## config.mk

```make
export PLATFORM = sky130hd
export DESIGN_NAME = go_back_n_sender_window_top_flat
export DESIGN_NICKNAME = d
export VERILOG_FILES = /design/src/design/gbn_sw_pkg.sv /design/src/design/gbn_sw_in_if.sv /design/src/design/gbn_sw_out_if.sv /design/src/design/gbn_sw_front.sv /design/src/design/gbn_sw_queue.sv /design/src/design/gbn_sw_back.sv /design/src/design/go_back_n_sender_window_top.sv /design/src/flat_wrapper.sv
export SDC_FILE = /design/constraint.sdc
export NUM_CORES = 1
export LEC_CHECK = 0
export BUFFER_PORTS_ARGS = -buffer_cell sky130_fd_sc_hd__buf_2
export CAP_MARGIN = 20
export CORE_MARGIN = 3
export CORE_UTILIZATION = 50
export DETAILED_ROUTE_END_ITERATION = 6
export HOLD_SLACK_MARGIN = 0.05
export PLACE_DENSITY_LB_ADDON = 0.3
export SETUP_SLACK_MARGIN = 0.3
export SLEW_MARGIN = 5
export SYNTH_ARGS = -nofsm -noshare
export SYNTH_HDL_FRONTEND = slang
export SYNTH_HIERARCHICAL = 1
export SYNTH_SLANG_ARGS = --single-unit
```

## constraint.sdc

```tcl
create_clock -name i_clk -period 10.4 [get_ports i_clk]
set_input_delay 1.56 -clock i_clk [delete_from_list [all_inputs] [get_ports i_clk]]
set_output_delay 1.56 -clock i_clk [all_outputs]
set_load 0.1 [all_outputs]
```

## src/design/gbn_sw_pkg.sv

```systemverilog
`timescale 1ns / 1ps
// ----------------------------------------------------------------------------
// gbn_sw_pkg
// Shared types and constants for the go-back-n sender window controller.
// ----------------------------------------------------------------------------
package gbn_sw_pkg;

    // field widths
    localparam int CMD_W   = 2;
    localparam int LEN_W   = 23;
    localparam int KIND_W  = 2;
    localparam int IDX_W   = 12;
    localparam int SEQ_W   = 8;
    localparam int PLEN_W  = 11;
    localparam int CNT_W   = 13;
    localparam int TMR_W   = 16;
    localparam int WSZ_W   = 8;
    localparam int WIN_W   = 7;
    localparam int CFG_IDX_W  = 2;
    localparam int CFG_DATA_W = 16;

    // transfer limits
    localparam int MAX_PACKETS   = 4096;
    localparam int PAYLOAD_BYTES = 1492;
    localparam int MAX_WINDOW    = 64;
    localparam logic [LEN_W-1:0] LEN_CAP = LEN_W'(MAX_PACKETS * PAYLOAD_BYTES);
    localparam logic [PLEN_W-1:0] FULL_PLEN = PLEN_W'(PAYLOAD_BYTES);
    localparam logic [LEN_W-1:0] PAYLOAD_LEN = LEN_W'(PAYLOAD_BYTES);

    // length split by reciprocal multiply, exact for every length up to LEN_CAP
    localparam int RECIP_W     = 24;
    localparam int RECIP_SHIFT = 34;
    localparam int PROD_W      = LEN_W + RECIP_W;
    localparam logic [RECIP_W-1:0] LEN_RECIP =
        RECIP_W'(((64'd1 << RECIP_SHIFT) + 64'(PAYLOAD_BYTES) - 64'd1) / 64'(PAYLOAD_BYTES));

    // configuration registers
    localparam logic [CFG_IDX_W-1:0] CFG_WINDOW  = CFG_IDX_W'(0);
    localparam logic [CFG_IDX_W-1:0] CFG_TIMEOUT = CFG_IDX_W'(1);
    localparam logic [WSZ_W-1:0] WINDOW_RESET  = WSZ_W'(8);
    localparam logic [TMR_W-1:0] TIMEOUT_RESET = TMR_W'(500);

    // command queue
    localparam int QDEPTH = 4;
    localparam int QPTR_W = $clog2(QDEPTH);

    typedef enum logic [CMD_W-1:0] {
        CMD_START = 2'd0,
        CMD_POLL  = 2'd1,
        CMD_ACK   = 2'd2,
        CMD_TICK  = 2'd3
    } t_cmd;

    typedef enum logic [KIND_W-1:0] {
        KIND_NEW  = 2'd0,
        KIND_RETX = 2'd1,
        KIND_DONE = 2'd2
    } t_kind;

    // classified command as it sits in the queue
    typedef struct packed {
        t_cmd              cmd;
        logic [CNT_W-1:0]  total;
        logic [PLEN_W-1:0] last_len;
    } t_qent;

    // valid plus entry on either side of the queue
    typedef struct packed {
        logic  valid;
        t_qent ent;
    } t_qreq;

    // one result item
    typedef struct packed {
        t_kind             kind;
        logic [IDX_W-1:0]  packet_index;
        logic [SEQ_W-1:0]  seq_byte;
        logic              more_follows;
        logic [PLEN_W-1:0] payload_length;
        logic              last_of_run;
    } t_res;

endpackage

```

## src/design/gbn_sw_in_if.sv

```systemverilog
`timescale 1ns / 1ps
// ----------------------------------------------------------------------------
// gbn_sw_in_if
// Command channel: valid/ready handshake with command and file length.
// ----------------------------------------------------------------------------
interface gbn_sw_in_if;
    import gbn_sw_pkg::*;

    logic             valid;
    logic             ready;
    logic [CMD_W-1:0] command;
    logic [LEN_W-1:0] file_length;

    modport source (output valid, command, file_length, input ready);
    modport sink (input valid, command, file_length, output ready);
endinterface

```

## src/design/gbn_sw_out_if.sv

```systemverilog
`timescale 1ns / 1ps
// ----------------------------------------------------------------------------
// gbn_sw_out_if
// Result channel: valid/ready handshake with one packet descriptor per item.
// ----------------------------------------------------------------------------
interface gbn_sw_out_if;
    import gbn_sw_pkg::*;

    logic              valid;
    logic              ready;
    logic [KIND_W-1:0] kind;
    logic [IDX_W-1:0]  packet_index;
    logic [SEQ_W-1:0]  seq_byte;
    logic              more_follows;
    logic [PLEN_W-1:0] payload_length;
    logic              last_of_run;

    modport source (output valid, kind, packet_index, seq_byte, more_follows,
                    payload_length, last_of_run, input ready);
    modport sink (input valid, kind, packet_index, seq_byte, more_follows,
                  payload_length, last_of_run, output ready);
endinterface

```

## src/design/gbn_sw_front.sv

```systemverilog
`timescale 1ns / 1ps
// ----------------------------------------------------------------------------
// gbn_sw_front
// Accepts command items, splits a start length into packet count and last
// packet length with a reciprocal multiply, and pushes classified commands.
// ----------------------------------------------------------------------------
module gbn_sw_front (
    input  logic                i_clk,
    input  logic                i_rst_n,
    gbn_sw_in_if.sink           i_in,
    input  logic                i_q_full,
    output gbn_sw_pkg::t_qreq   o_push
);
    import gbn_sw_pkg::*;

    typedef enum logic [1:0] {
        ST_IDLE,
        ST_MUL,
        ST_REM,
        ST_PUSH
    } t_state;

    t_state              r_state;
    logic [LEN_W-1:0]    r_len;
    logic [PROD_W-1:0]   r_prod;
    logic [CNT_W-1:0]    r_quo;
    logic [PLEN_W-1:0]   r_rem;
    logic                accept;
    logic                rem_nz;
    logic [LEN_W-1:0]    len_sat;
    logic [CNT_W-1:0]    quo_est;
    logic [LEN_W-1:0]    quo_bytes;
    t_cmd                in_cmd;

    // handshake and decode
    assign in_cmd     = t_cmd'(i_in.command);
    assign i_in.ready = (r_state == ST_IDLE) && !i_q_full;
    assign accept     = i_in.valid && i_in.ready;
    assign len_sat    = (i_in.file_length > LEN_CAP) ? LEN_CAP : i_in.file_length;
    assign rem_nz     = (r_rem != '0);

    // quotient from the product, bytes covered by whole packets
    assign quo_est    = r_prod[RECIP_SHIFT +: CNT_W];
    assign quo_bytes  = LEN_W'(quo_est) * PAYLOAD_LEN;

    // push: other commands go straight in, start after the length split
    always_comb begin
        o_push.valid        = 1'b0;
        o_push.ent.cmd      = in_cmd;
        o_push.ent.total    = '0;
        o_push.ent.last_len = '0;
        if (r_state == ST_PUSH) begin
            o_push.valid        = !i_q_full;
            o_push.ent.cmd      = CMD_START;
            o_push.ent.total    = r_quo + CNT_W'(rem_nz);
            o_push.ent.last_len = rem_nz ? r_rem : FULL_PLEN;
        end else if (accept && in_cmd != CMD_START) begin
            o_push.valid = 1'b1;
        end
    end

    // length split sequencer: multiply, remainder, push
    always_ff @(posedge i_clk) begin
        if (!i_rst_n) begin
            r_state <= ST_IDLE;
        end else begin
            case (r_state)
                ST_IDLE: begin
                    if (accept && in_cmd == CMD_START) begin
                        r_len   <= len_sat;
                        r_state <= ST_MUL;
                    end
                end
                ST_MUL: begin
                    r_prod  <= PROD_W'(r_len) * PROD_W'(LEN_RECIP);
                    r_state <= ST_REM;
                end
                ST_REM: begin
                    r_quo   <= quo_est;
                    r_rem   <= PLEN_W'(r_len - quo_bytes);
                    r_state <= ST_PUSH;
                end
                ST_PUSH: begin
                    if (!i_q_full) begin
                        r_state <= ST_IDLE;
                    end
                end
                default: begin
                    r_state <= ST_IDLE;
                end
            endcase
        end
    end

endmodule

```

## src/design/gbn_sw_queue.sv

```systemverilog
`timescale 1ns / 1ps
// ----------------------------------------------------------------------------
// gbn_sw_queue
// Short command queue between the front and back parts.
// ----------------------------------------------------------------------------
module gbn_sw_queue (
    input  logic                i_clk,
    input  logic                i_rst_n,
    input  gbn_sw_pkg::t_qreq   i_push,
    output logic                o_full,
    output gbn_sw_pkg::t_qreq   o_head,
    input  logic                i_pop
);
    import gbn_sw_pkg::*;

    t_qent               r_mem [QDEPTH];
    logic [QPTR_W-1:0]   r_wptr;
    logic [QPTR_W-1:0]   r_rptr;
    logic [QPTR_W:0]     r_count;
    logic                do_pop;

    assign o_full       = (r_count == (QPTR_W+1)'(QDEPTH));
    assign o_head.valid = (r_count != '0);
    assign o_head.ent   = r_mem[r_rptr];
    assign do_pop       = i_pop && o_head.valid;

    // storage
    always_ff @(posedge i_clk) begin
        if (i_push.valid) begin
            r_mem[r_wptr] <= i_push.ent;
        end
    end

    // pointers and fill count
    always_ff @(posedge i_clk) begin
        if (!i_rst_n) begin
            r_wptr  <= '0;
            r_rptr  <= '0;
            r_count <= '0;
        end else begin
            if (i_push.valid) begin
                r_wptr <= r_wptr + 1'b1;
            end
            if (do_pop) begin
                r_rptr <= r_rptr + 1'b1;
            end
            case ({i_push.valid, do_pop})
                2'b10:   r_count <= r_count + 1'b1;
                2'b01:   r_count <= r_count - 1'b1;
                default: r_count <= r_count;
            endcase
        end
    end

    // never overfilled, never pushed while full
    a_count_bound: assert property (@(posedge i_clk) disable iff (!i_rst_n)
        r_count <= (QPTR_W+1)'(QDEPTH))
        else $error("queue count above depth");
    a_no_overflow: assert property (@(posedge i_clk) disable iff (!i_rst_n)
        o_full |-> !i_push.valid)
        else $error("push into full queue");

endmodule

```

## src/design/gbn_sw_back.sv

```systemverilog
`timescale 1ns / 1ps
// ----------------------------------------------------------------------------
// gbn_sw_back
// Window state machine: carries out queued commands, issues packet
// descriptors, completions and timeout resend runs through an output register.
// ----------------------------------------------------------------------------
module gbn_sw_back (
    input  logic                                 i_clk,
    input  logic                                 i_rst_n,
    input  logic                                 i_cfg_we,
    input  logic [gbn_sw_pkg::CFG_IDX_W-1:0]     i_cfg_index,
    input  logic [gbn_sw_pkg::CFG_DATA_W-1:0]    i_cfg_data,
    input  gbn_sw_pkg::t_qreq                    i_head,
    output logic                                 o_pop,
    gbn_sw_out_if.source                         o_out
);
    import gbn_sw_pkg::*;

    typedef enum logic {
        ST_IDLE,
        ST_RUN
    } t_state;

    t_state             r_state;
    logic [WSZ_W-1:0]   r_win_size;
    logic [TMR_W-1:0]   r_tmo;
    logic [CNT_W-1:0]   r_base;
    logic [CNT_W-1:0]   r_next;
    logic [CNT_W-1:0]   r_total;
    logic [PLEN_W-1:0]  r_last_len;
    logic [TMR_W-1:0]   r_timer;
    logic               r_active;
    logic [CNT_W-1:0]   r_run_idx;
    logic               r_out_valid;
    t_res               r_out;

    logic               out_free;
    logic [WIN_W-1:0]   win_eff;
    logic [TMR_W-1:0]   tmo_eff;
    logic [TMR_W-1:0]   timer_inc;
    logic               room;
    logic [CNT_W-1:0]   base_ack;
    logic               done_ack;
    logic               run_last;
    logic               emit;

    // build one descriptor
    function automatic t_res f_desc(input t_kind k, input logic [CNT_W-1:0] idx,
                                    input logic [CNT_W-1:0] total,
                                    input logic [PLEN_W-1:0] last_len,
                                    input logic last);
        t_res d;
        logic more;
        more             = ((idx + CNT_W'(1)) != total);
        d.kind           = k;
        d.packet_index   = idx[IDX_W-1:0];
        d.seq_byte       = idx[SEQ_W-1:0];
        d.more_follows   = more;
        d.payload_length = more ? FULL_PLEN : last_len;
        d.last_of_run    = last;
        if (k == KIND_DONE) begin
            d.packet_index   = '0;
            d.seq_byte       = '0;
            d.more_follows   = 1'b0;
            d.payload_length = '0;
        end
        return d;
    endfunction

    // effective settings and window checks
    assign win_eff   = (r_win_size == '0) ? WIN_W'(1) :
                       (r_win_size > WSZ_W'(MAX_WINDOW)) ? WIN_W'(MAX_WINDOW) :
                       r_win_size[WIN_W-1:0];
    assign tmo_eff   = (r_tmo == '0) ? TMR_W'(1) : r_tmo;
    assign timer_inc = (r_timer == '1) ? r_timer : r_timer + TMR_W'(1);
    assign room      = ({1'b0, r_next} < ({1'b0, r_base} + (CNT_W+1)'(win_eff)))
                       && (r_next < r_total);
    assign base_ack  = (r_base < r_next) ? r_base + CNT_W'(1) : r_base;
    assign done_ack  = (base_ack == r_next) && (r_next == r_total);
    assign run_last  = ((r_run_idx + CNT_W'(1)) == r_next);

    assign out_free  = !r_out_valid || o_out.ready;
    assign o_pop     = i_head.valid && (r_state == ST_IDLE) && out_free;

    // output port
    assign o_out.valid          = r_out_valid;
    assign o_out.kind           = r_out.kind;
    assign o_out.packet_index   = r_out.packet_index;
    assign o_out.seq_byte       = r_out.seq_byte;
    assign o_out.more_follows   = r_out.more_follows;
    assign o_out.payload_length = r_out.payload_length;
    assign o_out.last_of_run    = r_out.last_of_run;

    // a result item is loaded into the free output slot this cycle
    always_comb begin
        emit = 1'b0;
        case (r_state)
            ST_IDLE: begin
                if (o_pop) begin
                    case (i_head.ent.cmd)
                        CMD_START: emit = (i_head.ent.total == '0);
                        CMD_POLL:  emit = r_active && room;
                        CMD_ACK:   emit = r_active && done_ack;
                        default:   emit = 1'b0;
                    endcase
                end
            end
            ST_RUN: begin
                emit = out_free;
            end
            default: begin
                emit = 1'b0;
            end
        endcase
    end

    // state machine, window state and output register
    always_ff @(posedge i_clk) begin
        if (!i_rst_n) begin
            r_state     <= ST_IDLE;
            r_win_size  <= WINDOW_RESET;
            r_tmo       <= TIMEOUT_RESET;
            r_base      <= '0;
            r_next      <= '0;
            r_total     <= '0;
            r_timer     <= '0;
            r_active    <= 1'b0;
            r_out_valid <= 1'b0;
        end else begin
            // configuration writes
            if (i_cfg_we && i_cfg_index == CFG_WINDOW) begin
                r_win_size <= i_cfg_data[WSZ_W-1:0];
            end
            if (i_cfg_we && i_cfg_index == CFG_TIMEOUT) begin
                r_tmo <= i_cfg_data[TMR_W-1:0];
            end

            if (out_free) begin
                r_out_valid <= emit;
            end

            case (r_state)
                ST_IDLE: begin
                    if (o_pop) begin
                        case (i_head.ent.cmd)
                            CMD_START: begin
                                r_base     <= '0;
                                r_next     <= '0;
                                r_timer    <= '0;
                                r_total    <= i_head.ent.total;
                                r_last_len <= i_head.ent.last_len;
                                r_active   <= (i_head.ent.total != '0);
                                if (i_head.ent.total == '0) begin
                                    r_out <= f_desc(KIND_DONE, '0, '0, '0, 1'b1);
                                end
                            end
                            CMD_POLL: begin
                                if (r_active && room) begin
                                    r_out <= f_desc(KIND_NEW, r_next, r_total,
                                                    r_last_len, 1'b1);
                                    r_next <= r_next + CNT_W'(1);
                                    if (r_base == r_next) begin
                                        r_timer <= '0;
                                    end
                                end
                            end
                            CMD_ACK: begin
                                if (r_active) begin
                                    r_base  <= base_ack;
                                    r_timer <= '0;
                                    if (done_ack) begin
                                        r_active <= 1'b0;
                                        r_out <= f_desc(KIND_DONE, '0, '0, '0, 1'b1);
                                    end
                                end
                            end
                            CMD_TICK: begin
                                if (r_active) begin
                                    if (timer_inc >= tmo_eff) begin
                                        r_timer <= '0;
                                        if (r_base < r_next) begin
                                            r_run_idx <= r_base;
                                            r_state   <= ST_RUN;
                                        end
                                    end else begin
                                        r_timer <= timer_inc;
                                    end
                                end
                            end
                            default: begin
                                r_timer <= r_timer;
                            end
                        endcase
                    end
                end
                ST_RUN: begin
                    // resend one outstanding packet per free output slot
                    if (out_free) begin
                        r_out <= f_desc(KIND_RETX, r_run_idx, r_total, r_last_len,
                                        run_last);
                        r_run_idx <= r_run_idx + CNT_W'(1);
                        if (run_last) begin
                            r_state <= ST_IDLE;
                        end
                    end
                end
                default: begin
                    r_state <= ST_IDLE;
                end
            endcase
        end
    end

    // window ordering
    a_base_le_next: assert property (@(posedge i_clk) disable iff (!i_rst_n)
        (r_base <= r_next) && (r_next <= r_total))
        else $error("window pointers out of order");
    // a resend run always delivers a retransmission into a free slot
    a_run_emits: assert property (@(posedge i_clk) disable iff (!i_rst_n)
        (r_state == ST_RUN && out_free) |=> (r_out_valid && r_out.kind == KIND_RETX))
        else $error("resend run stalled with free output");
    // completion is only reported once the transfer is closed
    a_done_idle: assert property (@(posedge i_clk) disable iff (!i_rst_n)
        (r_out_valid && r_out.kind == KIND_DONE) |-> !r_active)
        else $error("completion while transfer active");
    // a run never starts from an empty window
    a_run_nonempty: assert property (@(posedge i_clk) disable iff (!i_rst_n)
        (r_state == ST_RUN) |-> (r_run_idx < r_next))
        else $error("resend index past next");

endmodule

```

## src/design/go_back_n_sender_window_top.sv

```systemverilog
`timescale 1ns / 1ps
// A poll, ack or tick result is registered in the command queue and then in the output register.
// Polls, acks and ticks are taken one item per cycle while the queue is not full; a start
// holds the front through accept, reciprocal multiply, remainder and queue push.
// A timeout resend emits a descriptor per outstanding packet, up to 64, one per unstalled cycle.
// Reset: synchronous active low; window 8, timeout 500, idle, queue empty.
// ----------------------------------------------------------------------------
// go_back_n_sender_window_top
// Go-back-n sender window controller: front classifier, command queue and
// window state machine with a registered result output.
// ----------------------------------------------------------------------------
module go_back_n_sender_window_top (
    input  logic                                 i_clk,
    input  logic                                 i_rst_n,
    input  logic                                 i_cfg_we,
    input  logic [gbn_sw_pkg::CFG_IDX_W-1:0]     i_cfg_index,
    input  logic [gbn_sw_pkg::CFG_DATA_W-1:0]    i_cfg_data,
    gbn_sw_in_if.sink                            i_in,
    gbn_sw_out_if.source                         o_out
);
    import gbn_sw_pkg::*;

    t_qreq  push;
    t_qreq  head;
    logic   q_full;
    logic   pop;

    // command classification and length split
    gbn_sw_front u_front (
        .i_clk    (i_clk),
        .i_rst_n  (i_rst_n),
        .i_in     (i_in),
        .i_q_full (q_full),
        .o_push   (push)
    );

    // decoupling queue
    gbn_sw_queue u_queue (
        .i_clk   (i_clk),
        .i_rst_n (i_rst_n),
        .i_push  (push),
        .o_full  (q_full),
        .o_head  (head),
        .i_pop   (pop)
    );

    // window state machine
    gbn_sw_back u_back (
        .i_clk       (i_clk),
        .i_rst_n     (i_rst_n),
        .i_cfg_we    (i_cfg_we),
        .i_cfg_index (i_cfg_index),
        .i_cfg_data  (i_cfg_data),
        .i_head      (head),
        .o_pop       (pop),
        .o_out       (o_out)
    );

endmodule

```

## src/flat_wrapper.sv

```systemverilog
// flat-port wrapper written by rule: the top's interface ports become plain ports
module go_back_n_sender_window_top_flat import gbn_sw_pkg::*;
  (i_clk, i_rst_n, i_cfg_we, i_cfg_index, i_cfg_data, i_in_valid, i_in_command, i_in_file_length, i_in_ready, o_out_valid, o_out_kind, o_out_packet_index, o_out_seq_byte, o_out_more_follows, o_out_payload_length, o_out_last_of_run, o_out_ready);
  gbn_sw_in_if i_in_i ();
  gbn_sw_out_if o_out_i ();
  input  logic i_clk;
  input  logic i_rst_n;
  input  logic i_cfg_we;
  input  logic [gbn_sw_pkg::CFG_IDX_W-1:0] i_cfg_index;
  input  logic [gbn_sw_pkg::CFG_DATA_W-1:0] i_cfg_data;
  input wire logic [$bits(i_in_i.valid)-1:0] i_in_valid;
  input wire logic [$bits(i_in_i.command)-1:0] i_in_command;
  input wire logic [$bits(i_in_i.file_length)-1:0] i_in_file_length;
  output wire logic [$bits(i_in_i.ready)-1:0] i_in_ready;
  output wire logic [$bits(o_out_i.valid)-1:0] o_out_valid;
  output wire logic [$bits(o_out_i.kind)-1:0] o_out_kind;
  output wire logic [$bits(o_out_i.packet_index)-1:0] o_out_packet_index;
  output wire logic [$bits(o_out_i.seq_byte)-1:0] o_out_seq_byte;
  output wire logic [$bits(o_out_i.more_follows)-1:0] o_out_more_follows;
  output wire logic [$bits(o_out_i.payload_length)-1:0] o_out_payload_length;
  output wire logic [$bits(o_out_i.last_of_run)-1:0] o_out_last_of_run;
  input wire logic [$bits(o_out_i.ready)-1:0] o_out_ready;
  assign i_in_i.valid = i_in_valid;
  assign i_in_i.command = i_in_command;
  assign i_in_i.file_length = i_in_file_length;
  assign i_in_ready = i_in_i.ready;
  assign o_out_valid = o_out_i.valid;
  assign o_out_kind = o_out_i.kind;
  assign o_out_packet_index = o_out_i.packet_index;
  assign o_out_seq_byte = o_out_i.seq_byte;
  assign o_out_more_follows = o_out_i.more_follows;
  assign o_out_payload_length = o_out_i.payload_length;
  assign o_out_last_of_run = o_out_i.last_of_run;
  assign o_out_i.ready = o_out_ready;
  go_back_n_sender_window_top u_core (.i_clk(i_clk), .i_rst_n(i_rst_n), .i_cfg_we(i_cfg_we), .i_cfg_index(i_cfg_index), .i_cfg_data(i_cfg_data), .i_in(i_in_i), .o_out(o_out_i));
endmodule
```

==> results of run 1 <==
-- metrics by stage --
| stage | total power [W] | cells |
|---|---|---|
| 2_1_floorplan | 0.00535 | 2352 |
| 3_3_place_gp | 0.00628 | 3061 |
| 3_5_place_dp | 0.00643 | 3061 |
| 4_1_cts | 0.00779 | 3127 |
| 5_1_grt | 0.00849 | 3128 |
| 6_report | 0.00770 | 3129 |
-- synthesized netlist by cell type (all sizes together) (42+ instances only) --
master,n
xnor2,96
edfxtp,215
o21ai,64
nor2,116
dfxtp,93
a21oi,92
inv,397
nand3,49
ha,321
xor2,42
fa,221
nand2,131
-- report_power, final --
part | leakage [nW] | internal [W] | switching [W]
clock | 0.575 | 0.000765 | 0.000526
sequential | 2.74 | 0.00164 | 0.000111
combinational | 8.57 | 0.00204 | 0.00262
total | 11.9 | 0.00444 | 0.00326
-- worst paths after layout --
kind | to | cells after the start
min reg2reg | u_core/u_front/r_quo[11] | 0
max reg2reg | u_core/u_front/r_prod[43] | 18
max | u_core/u_front/r_prod[43] | 18
min | u_core/u_front/r_quo[11] | 0
-- kinds of logic after synthesis --
group	synth area share, %
AOI/OAI and AO/OA	7.67
muxes	3.92
and+or+nand+nor	10.5
xor gates and xnor gates	4.82
adders and majority gates	33.0
DFF	32.6
buffers and inverters	7.47
-- layer usage --
layer  up-vias  global-route usage, %  wire, um
li1       8209                      -         -
met1      8509                   29.9     25800
met3       126                   3.59      2980
met4         2                   8.27      2180
met2       414                   38.8     29200
met5         -                      0        13
-- cell type report --
cell class / instances / area [um2]
tap: 672 / 841
clock inverter: 15 / 215
multi-input combinational: 1576 / 15300
sequential: 308 / 8320
inverter: 400 / 1500
fill: 4304 / 22500
clock buffer: 51 / 1010
antenna: 1 / 2.50
timing repair buffer: 106 / 586
-- sequential cells by signal, summed over array words and instances, names as in the netlist, 16 cells and up, named ones only --
register               cells
u_core/u_queue/r_mem     104
u_core/u_front/r_len      23
u_core/u_back/r_timer     16
u_core/u_back/r_tmo       16
==> impl_results.md, run 1 <==
* CTS hold repair buffers at 0
* Final Net Count at 3019
* Startpoint types: flop
* Clk_skew at 0.0294 ns
* Hold Slack at 0.434 ns
* Vias in the first global route at 18000
* Synth area leader: edfxtp_1
* Placed Area at 26600 um2
* DP HPWL at 47100 um
* Most common cell after layout, fill and taps aside: inv_1
* Routed WL per cell at 19.2 um
* Worst path max stage delay at 0.86 ns
* Avg Cell Area, Syn at 10.9 um2
* Full die area at 53900 um2
* Sequential area share after synthesis at 32.6%
* First-pass GRT wire length at 97000 um
* Sum of negative setup slack at 0 ns
* Final min period at 6.89 ns
* Antenna violations before repair at 2
* Cts bufs inserted at 37
* Crit-path cells: fa_1 -> fa_1 -> fa_1 -> fa_1 -> fa_1 -> fa_1 -> inv_1 -> fa_1 -> inv_1 -> ha_1 -> nand4_1 -> a211oi_1 -> o21ai_0 -> o22a_2 -> a31oi_1 -> or2_1 -> a21oi_1 -> xnor2_1
* Core footprint at 50300 um2
* Yosys top cell area share at 25.3%
* Mapped cell area at 25600 um2
* Critical path capture point type: flop
* Area contributors post-synth: edfxtp_1 (25%), fa_1 (17%), ha_1 (16%)
* CP required at 10.70 ns
* Chip height at 232 um
* Outcome: complete, no violations
* FFs w/ async S/R, synth at 0%
* Arrival @ worst endpoint at 7.19 ns
* Prevailing post-synth register cell: edfxtp_1
* Max Slew Vio Count at 0
* Syn. warnings at 6
* Reg-to-Reg Start: u_core/u_front/r_len[9]
* Worst Max-Slew Pin Slew at 1.04 ns
* Crit-path leading delay family: adder cells
* Slowest cell on crit path: edfxtp_1
* Syn Nets at 2942
* Root Driver: clkbuf_16
* Hold Crit Class: flop to flop
* DR pass1 iterations at 6
* Final setup fails at 0
* Clk Latency, worst-skew pair at 0.56 ns
* Row count at 82
* RD Place Congestion at 0.933
* CTS tree: yes
* Worst Path Max Fanout at 12
* Post-synthesis cell count at 2352
* Max_cap viols at 0
* R2R Setup Slk at 3.51 ns
* Post-synthesis cell type count at 88
* Peak VDD IR at 0.000240 V
* CP Class: flop to flop
* Period utilization at 66.3%
* Final core utilization at 55.3%
* Via density at 5.52
* DRT Wirelength at 60200 um
* Detail Route Antenna Nets at 0
* Setup bufs post-CTS at 0
* Die width at 232 um
* Crit path launch: u_core/u_front/r_len[9]
* Clk slew on worst S/H paths at 0.06 ns
* LEAKAGE at 11.9 nW
* GRT Resource Usage Total at 22.9%
* Layout cells sized above 1 at 8.51%
* Unrepaired setup endpoints after global routing: no
* H-Tree Depth at 2
* TritonCTS Sinks at 308
* Largest net degree at the start of global routing at 63
* FMAX at 145 MHz
* Endpoints failing hold at 0
* Pwr/cell area at 277 nW/um2
* # IOs at 85
* Overflow after GRT at 0
* WP buf/inv at 2
* Initial drt markers at 1152
* PortBufs at 84
* Most frequent cells in the layout: inv_1 (396), ha_1 (321), fa_1 (221)
* Layout area overhead at 8.81%
* Relative slew slack at 31.0%
* Post-cts resize count at 0
* Yosys reg bits at 308
* CTS max path bufs at 3
* Post-route cell area at 27800 um2
* Via Count at 17300
* Worst Slack Setup Final at 3.51 ns
* DR DRC count at 0
* Initial core utilization at 50.8%
* Cell mode on critical path: fa_1
* EDFF count, synth at 215
* Hold Crit Start: u_core/u_front/r_prod[45]
* Pre-CTS setup slack at 3.46 ns
Power figures use the tool's default switching activity.
==> run 2: changes to the inputs <==
Clock period 10.4 ns to 7.09 ns, I/O delays scaled along.
==> impl_results.md, run 2 (same netlist as run 1, synthesis figures left out) <==
* Outcome: complete, no violations (unchanged)
* Full die area at 53900 um2 (unchanged)
* Layout cells sized above 1 at 9.79% (was 8.51%)
* Worst r2r dst: u_core/u_front/r_prod[43] (unchanged)
* Critical path capture point type: flop (unchanged)
* Core footprint at 50300 um2 (unchanged)
* TritonCTS Sinks at 308 (unchanged)
* Clk Latency, worst-skew pair at 0.56 ns (about the same)
* Crit-path leading delay family: adder cells (unchanged)
* R2R Setup Slk at 0.46 ns (was 3.51 ns)
* Clk_skew at 0.0252 ns (was 0.0294 ns)
* Via density at 5.57 (was 5.52)
* Hold Crit Class: flop to flop (unchanged)
* WP buf/inv at 5 (was 2)
* PortBufs at 84 (unchanged)
* Slowest cell on crit path: fa_1 (was edfxtp_1)
* Initial core utilization at 50.8% (unchanged)
* Biggest regs: u_core/u_queue/r_mem x104, u_core/u_front/r_len x23 (unchanged)
* CTS tree: yes (unchanged)
* Overflow after GRT at 0 (unchanged)
* Unrepaired setup endpoints after global routing: yes (was no)
* Vias in the first global route at 18400 (was 18000)
* Cell mode on critical path: fa_1 (unchanged)
* LEAKAGE at 12.0 nW (was 11.9 nW)
* Sum of negative setup slack at 0 ns (unchanged)
* Period utilization at 93.5% (was 66.3%)
* H-Tree Depth at 2 (unchanged)
* Antenna violations before repair at 0 (was 2)
* FMAX at 151 MHz (was 145 MHz)
* Worst Max-Slew Pin Slew at 1.03 ns (was 1.04 ns)
* # IOs at 85 (unchanged)
* Arrival @ worst endpoint at 6.92 ns (was 7.19 ns)
* Worst Hold End: u_core/u_front/r_quo[12] (was u_core/u_front/r_quo[11])
* Max reg flops at 104 (unchanged)
* Cts bufs inserted at 37 (unchanged)
* Worst hold path depth at 0 (unchanged)
* Startpoint types: flop (unchanged)
* Max Slew Vio Count at 0 (unchanged)
* Ant diodes at 0 (was 1)
* CTS max path bufs at 3 (unchanged)
* Root Driver: clkbuf_16 (unchanged)
* Endpoints failing hold at 0 (unchanged)
* DR DRC count at 0 (unchanged)
* Relative slew slack at 31.4% (was 31.0%)
* Final setup fails at 0 (unchanged)
* Worst Slack Setup Final at 0.464 ns (was 3.51 ns)
* Most frequent cells in the layout: inv_1 (396), ha_1 (321), fa_1 (221) (unchanged)
* Hold Crit Start: u_core/u_front/r_prod[46] (was u_core/u_front/r_prod[45])
* DP HPWL at 48400 um (was 47100 um)
* First-pass GRT wire length at 99500 um (was 97000 um)
* RD Place Congestion at 0.937 (was 0.933)
* Pre-CTS setup slack at 0.294 ns (was 3.46 ns)
* CP required at 7.39 ns (was 10.70 ns)
* CTS hold repair buffers at 0 (unchanged)
* Chip height at 232 um (unchanged)
* Biggest register: u_core/u_queue/r_mem (unchanged)
* Worst path max stage delay at 0.56 ns (was 0.86 ns)
* Reg-to-Reg Start: u_core/u_front/r_len[6] (was u_core/u_front/r_len[9])
* Routed WL per cell at 19.6 um (was 19.2 um)
* Clk slew on worst S/H paths at 0.06 ns (about the same)
* Hold Slack at 0.418 ns (was 0.434 ns)
* Largest net degree at the start of global routing at 63 (unchanged)
* Pwr/cell area at 411 nW/um2 (was 277 nW/um2)
* Detail Route Antenna Nets at 0 (unchanged)
* CP Class: flop to flop (unchanged)
* Crit-path cells: buf_4 -> fa_1 -> fa_1 -> inv_1 -> fa_1 -> inv_1 -> fa_1 -> fa_1 -> fa_1 -> inv_1 -> fa_1 -> inv_1 -> ha_1 -> nand4_1 -> o21ai_0 -> o221ai_2 -> o22a_2 -> a31oi_2 -> or2_1 -> a21oi_1 -> xnor2_1 (was fa_1 -> fa_1 -> fa_1 -> fa_1 -> fa_1 -> fa_1 -> inv_1 -> fa_1 -> inv_1 -> ha_1 -> nand4_1 -> a211oi_1 -> o21ai_0 -> o22a_2 -> a31oi_1 -> or2_1 -> a21oi_1 -> xnor2_1)
* Row count at 82 (unchanged)
* Initial drt markers at 1286 (was 1152)
* GRT Resource Usage Total at 23.5% (was 22.9%)
* Peak VDD IR at 0.000442 V (was 0.000240 V)
* Most common cell after layout, fill and taps aside: inv_1 (unchanged)
* Final min period at 6.63 ns (was 6.89 ns)
* Worst Path Max Fanout at 8 (was 12)
* DRT Wirelength at 61800 um (was 60200 um)
* Max_cap viols at 0 (unchanged)
* Via Count at 17600 (was 17300)
* Die width at 232 um (unchanged)
* Layout area overhead at 9.81% (was 8.81%)
* Path depth of the worst reg2reg path at 21 (was 18)
* Final Net Count at 3045 (was 3019)
* DR pass1 iterations at 5 (was 6)
[run 2: changes by cell type in the layout (fill, tap and decap cells not counted), sizes merged]
| cell | previous run | this run |
|---|---|---|
| clkbuf | 51 | 46 |
| buf | 106 | 132 |
| diode | 1 | 0 |
| clkinv | 8 | 14 |
| inv | 400 | 398 |
| bufinv | 3 | 6 |
| clkinvlp | 4 | 3 |
[run 2: final cells by class]
| class | count | area [um2] |
|---|---|---|
| flip-flops and latches | 308 | 8320 |
| multi-input cells | 1576 | 15400 |
| repair buffers | 132 | 781 |
| fillers | 4305 | 22200 |
| clock inverters | 21 | 287 |
| clock buffers | 46 | 970 |
| well taps | 672 | 841 |
| inverters | 400 | 1500 |
[run 2: worst register-to-register path, stage by stage (launching register included)]
cell	delay (ns)
edfxtp_1	0.55
buf_4	0.22
fa_1	0.48
fa_1	0.52
inv_1	0.05
fa_1	0.48
inv_1	0.06
fa_1	0.50
fa_1	0.54
fa_1	0.56
inv_1	0.06
fa_1	0.54
inv_1	0.04
ha_1	0.27
nand4_1	0.14
o21ai_0	0.27
o221ai_2	0.20
o22a_2	0.31
a31oi_2	0.23
or2_1	0.16
a21oi_1	0.08
xnor2_1	0.14
[run 2: power breakdown]
group          total [W]  switching [W]  leakage [nW]  internal, W
registers        0.00255       0.000150          2.74      0.00240
logic            0.00701        0.00396          8.70      0.00305
clock network    0.00197       0.000777         0.607      0.00120
[run 2: how the worst max path moves through the flow]
| stage | depth (start not counted) | slack (ns) | start | endpoint |
|---|---|---|---|---|
| after global routing | 21 | 0.20 | u_core/u_front/r_len[6] | u_core/u_front/r_prod[43] |
| after floorplan | 20 | 0.93 | u_core/u_front/r_len[6] | u_core/u_front/r_prod[46] |
| after global placement | 20 | 0.43 | u_core/u_front/r_len[6] | u_core/u_front/r_prod[46] |
| after detailed placement | 21 | 0.29 | u_core/u_front/r_len[5] | u_core/u_front/r_prod[43] |
| after CTS | 21 | 0.33 | u_core/u_front/r_len[5] | u_core/u_front/r_prod[46] |
| final | 21 | 0.46 | u_core/u_front/r_len[6] | u_core/u_front/r_prod[43] |
[run 2: metal layers]
metal	part of all wire (%)	global-route usage (%)	routed length, um
met3	5.0	3.12	3090
met1	42	31.0	26200
met2	49	40.3	30400
met4	3.2	7.47	1990
met5	0	0	0
[run 2: stage by stage]
stage	std cells	cell area (um2)	total power, W	util [%]
global route	3155	28100	0.0127	55.8
detailed placement	3080	26700	0.00942	53.1
finish	3155	28100	0.0115	55.8
floorplan	2352	25600	0.00784	-
global placement	3080	26700	0.00925	53.1
CTS	3147	28000	0.0115	55.6
[run 2: what timing repair did]
action | 4_1_cts | 5_1_grt
endpoints found under the setup margin | 1 | 6
resized for setup | 1 | 3
buffers inserted | 0 | 6
==> run 3: changes to the inputs <==
Settings changed: PLACE_DENSITY from default to 0.66, PLACE_DENSITY_LB_ADDON 0.3 to default.
==> impl_results.md, run 3 (same netlist as run 1, synthesis figures left out) <==
* Outcome: complete, no violations (unchanged)
* Worst Hold End: u_core/u_front/r_quo[11] (was u_core/u_front/r_quo[12])
* LEAKAGE at 12.0 nW (about the same)
* Initial core utilization at 50.8% (unchanged)
* Max Slew Vio Count at 0 (unchanged)
* Most frequent cells in the layout: inv_1 (396), ha_1 (321), fa_1 (221) (unchanged)
* Cell mode on critical path: fa_1 (unchanged)
* Period utilization at 92.2% (was 93.5%)
* Finished Layout Cells at 3152 (was 3155)
* Placed cell count at 3077 (was 3080)
* Largest net degree at the start of global routing at 63 (unchanged)
* Pwr/cell area at 412 nW/um2 (was 411 nW/um2)
* Clk_skew at 0.0186 ns (was 0.0252 ns)
* DP HPWL at 49200 um (was 48400 um)
* Max_cap viols at 0 (unchanged)
* PortBufs at 84 (unchanged)
* Layout cells sized above 1 at 9.48% (was 9.79%)
* Final min period at 6.53 ns (was 6.63 ns)
* R2R Setup Slk at 0.56 ns (was 0.46 ns)
* Clk slew on worst S/H paths at 0.05 ns (was 0.06 ns)
* Layout fillers at 4350 (was 4305)
* Via Count at 17500 (was 17600)
* DR pass1 iterations at 5 (unchanged)
* Peak VDD IR at 0.000487 V (was 0.000442 V)
* TritonCTS Sinks at 308 (unchanged)
* Biggest regs: u_core/u_queue/r_mem x104, u_core/u_front/r_len x23 (unchanged)
* Layout area overhead at 9.19% (was 9.81%)
* CP required at 7.37 ns (was 7.39 ns)
* Final Net Count at 3042 (was 3045)
* Max reg flops at 104 (unchanged)
* CP Class: flop to flop (unchanged)
* Core footprint at 50300 um2 (unchanged)
* Arrival @ worst endpoint at 6.81 ns (was 6.92 ns)
* WP buf/inv at 2 (was 5)
* Cts bufs inserted at 37 (unchanged)
* Slowest cell on crit path: edfxtp_1 (was fa_1)
* Full die area at 53900 um2 (unchanged)
* Chip height at 232 um (unchanged)
* Startpoint types: flop (unchanged)
* Biggest register: u_core/u_queue/r_mem (unchanged)
* DR DRC count at 0 (unchanged)
* Most common cell after layout, fill and taps aside: inv_1 (unchanged)
* Antenna violations before repair at 1 (was 0)
* Met1 Use GR at 29.4% (was 31.0%)
* Final core utilization at 55.5% (was 55.8%)
* Overflow after GRT at 0 (unchanged)
* Worst r2r dst: u_core/u_front/r_prod[46] (was u_core/u_front/r_prod[43])
* CTS hold repair buffers at 0 (unchanged)
* Unrepaired setup endpoints after global routing: no (was yes)
* GR Util met2 at 41.7% (was 40.3%)
* CTS tree: yes (unchanged)
* Hold Crit Class: flop to flop (unchanged)
* FMAX at 153 MHz (was 151 MHz)
* Ant diodes at 0 (unchanged)
* Vias in the first global route at 18600 (was 18400)
* GRT Resource Usage Total at 23.8% (was 23.5%)
* Via density at 5.55 (was 5.57)
* Worst path max stage delay at 0.74 ns (was 0.56 ns)
* Top Usage Layer GRT: met2 (unchanged)
* RD Place Congestion at 0.933 (was 0.937)
* Power, Total at 0.0115 W (about the same)
* Root Driver: clkbuf_16 (unchanged)
* Sum of negative setup slack at 0 ns (unchanged)
* Final setup fails at 0 (unchanged)
* Crit-path cells: fa_1 -> fa_1 -> fa_1 -> fa_1 -> fa_1 -> fa_1 -> inv_1 -> fa_1 -> inv_1 -> ha_1 -> a211oi_1 -> nor2_1 -> o221ai_1 -> o22a_2 -> a21oi_2 -> or3_4 -> a21oi_2 -> xnor2_1 (was buf_4 -> fa_1 -> fa_1 -> inv_1 -> fa_1 -> inv_1 -> fa_1 -> fa_1 -> fa_1 -> inv_1 -> fa_1 -> inv_1 -> ha_1 -> nand4_1 -> o21ai_0 -> o221ai_2 -> o22a_2 -> a31oi_2 -> or2_1 -> a21oi_1 -> xnor2_1)
* Worst Max-Slew Pin Slew at 1.01 ns (was 1.03 ns)
* Critical path capture point type: flop (unchanged)
* First-pass GRT wire length at 99900 um (was 99500 um)
* DRT Wirelength at 62200 um (was 61800 um)
* Clk Latency, worst-skew pair at 0.55 ns (was 0.56 ns)
* CTS max path bufs at 3 (unchanged)
* Relative slew slack at 32.7% (was 31.4%)
* Detail Route Antenna Nets at 0 (unchanged)
* Reg-to-Reg Start: u_core/u_front/r_len[8] (was u_core/u_front/r_len[6])
* H-Tree Depth at 2 (unchanged)
* Die width at 232 um (unchanged)
* Row count at 82 (unchanged)
* Crit-path leading delay family: adder cells (unchanged)
* Path depth of the worst reg2reg path at 18 (was 21)
* Endpoints failing hold at 0 (unchanged)
* Routed WL per cell at 19.7 um (was 19.6 um)
* Worst Path Max Fanout at 9 (was 8)
* GR Layer Usage met3 at 3.68% (was 3.12%)
* Worst hold path depth at 0 (unchanged)
* Hold Crit Start: u_core/u_front/r_prod[45] (was u_core/u_front/r_prod[46])
* Initial drt markers at 949 (was 1286)
* # IOs at 85 (unchanged)
## run 3: cell count changes in the layout (fill, tap and decap cells not counted), moves of 3 or more
cell       before  now
bufinv_16       6    1
buf_4          48   44
inv_6           1    5
clkinv_1        5    8
## run 3: worst reg2reg max path: stages, from the launching register on
cell and delay, ns:
edfxtp_1 0.74, fa_1 0.56, fa_1 0.53, fa_1 0.45, fa_1 0.52, fa_1 0.52
fa_1 0.56, inv_1 0.06, fa_1 0.53, inv_1 0.04, ha_1 0.30, a211oi_1 0.21
nor2_1 0.08, o221ai_1 0.25, o22a_2 0.26, a21oi_2 0.08, or3_4 0.38, a21oi_2 0.15
xnor2_1 0.07
## run 3: layer usage
metal,share of wire [%],routed length (um)
met5,0.021,13
met1,41,25400
met2,49,30700
met3,5.5,3450
met4,4.2,2640
## run 3: area by class of cell
type                       count  area, um2  area share, %
tap                          672        841           3.01
clock inverter                21        160          0.574
clock buffer                  46        960           3.44
sequential                   308       8320           29.8
multi-input combinational   1576      15400           55.0
inverter                     400       1500           5.38
timing repair buffer         129        766           2.74
## run 3: metrics by stage
step / setup slack [ns] / area, um2 / hold slack (ns)
after floorplan: 0.930 / 25600 / 0.400
after global placement: 0.669 / 26700 / 0.401
after detailed placement: 0.537 / 26700 / 0.406
after CTS: 0.516 / 27800 / 0.407
after global routing: 0.319 / 27900 / 0.412
final: 0.556 / 27900 / 0.413
## run 3: what timing repair did
action / CTS / global route
gates resized for setup: 0 / 4
buffers inserted: 0 / 6
endpoints found under the setup margin: 0 / 6
## run 3: worst max-delay path by stage
stage | startpoint | end | cells past startpoint
finish | u_core/u_front/r_len[8] | u_core/u_front/r_prod[46] | 18
global route | u_core/u_front/r_len[5] | u_core/u_front/r_prod[46] | 21
CTS | u_core/u_front/r_len[5] | u_core/u_front/r_prod[43] | 21
detailed placement | u_core/u_front/r_len[5] | u_core/u_front/r_prod[43] | 21
global placement | u_core/u_front/r_len[4] | u_core/u_front/r_prod[46] | 20
floorplan | u_core/u_front/r_len[6] | u_core/u_front/r_prod[46] | 20
## run 3: power breakdown
part,leakage [nW],internal [W],switching [W],total [W]
sequential,2.74,0.00240,0.000154,0.00255
clock,0.550,0.00101,0.000751,0.00176
combinational,8.69,0.00306,0.00412,0.00718
total,12.0,0.00646,0.00503,0.0115
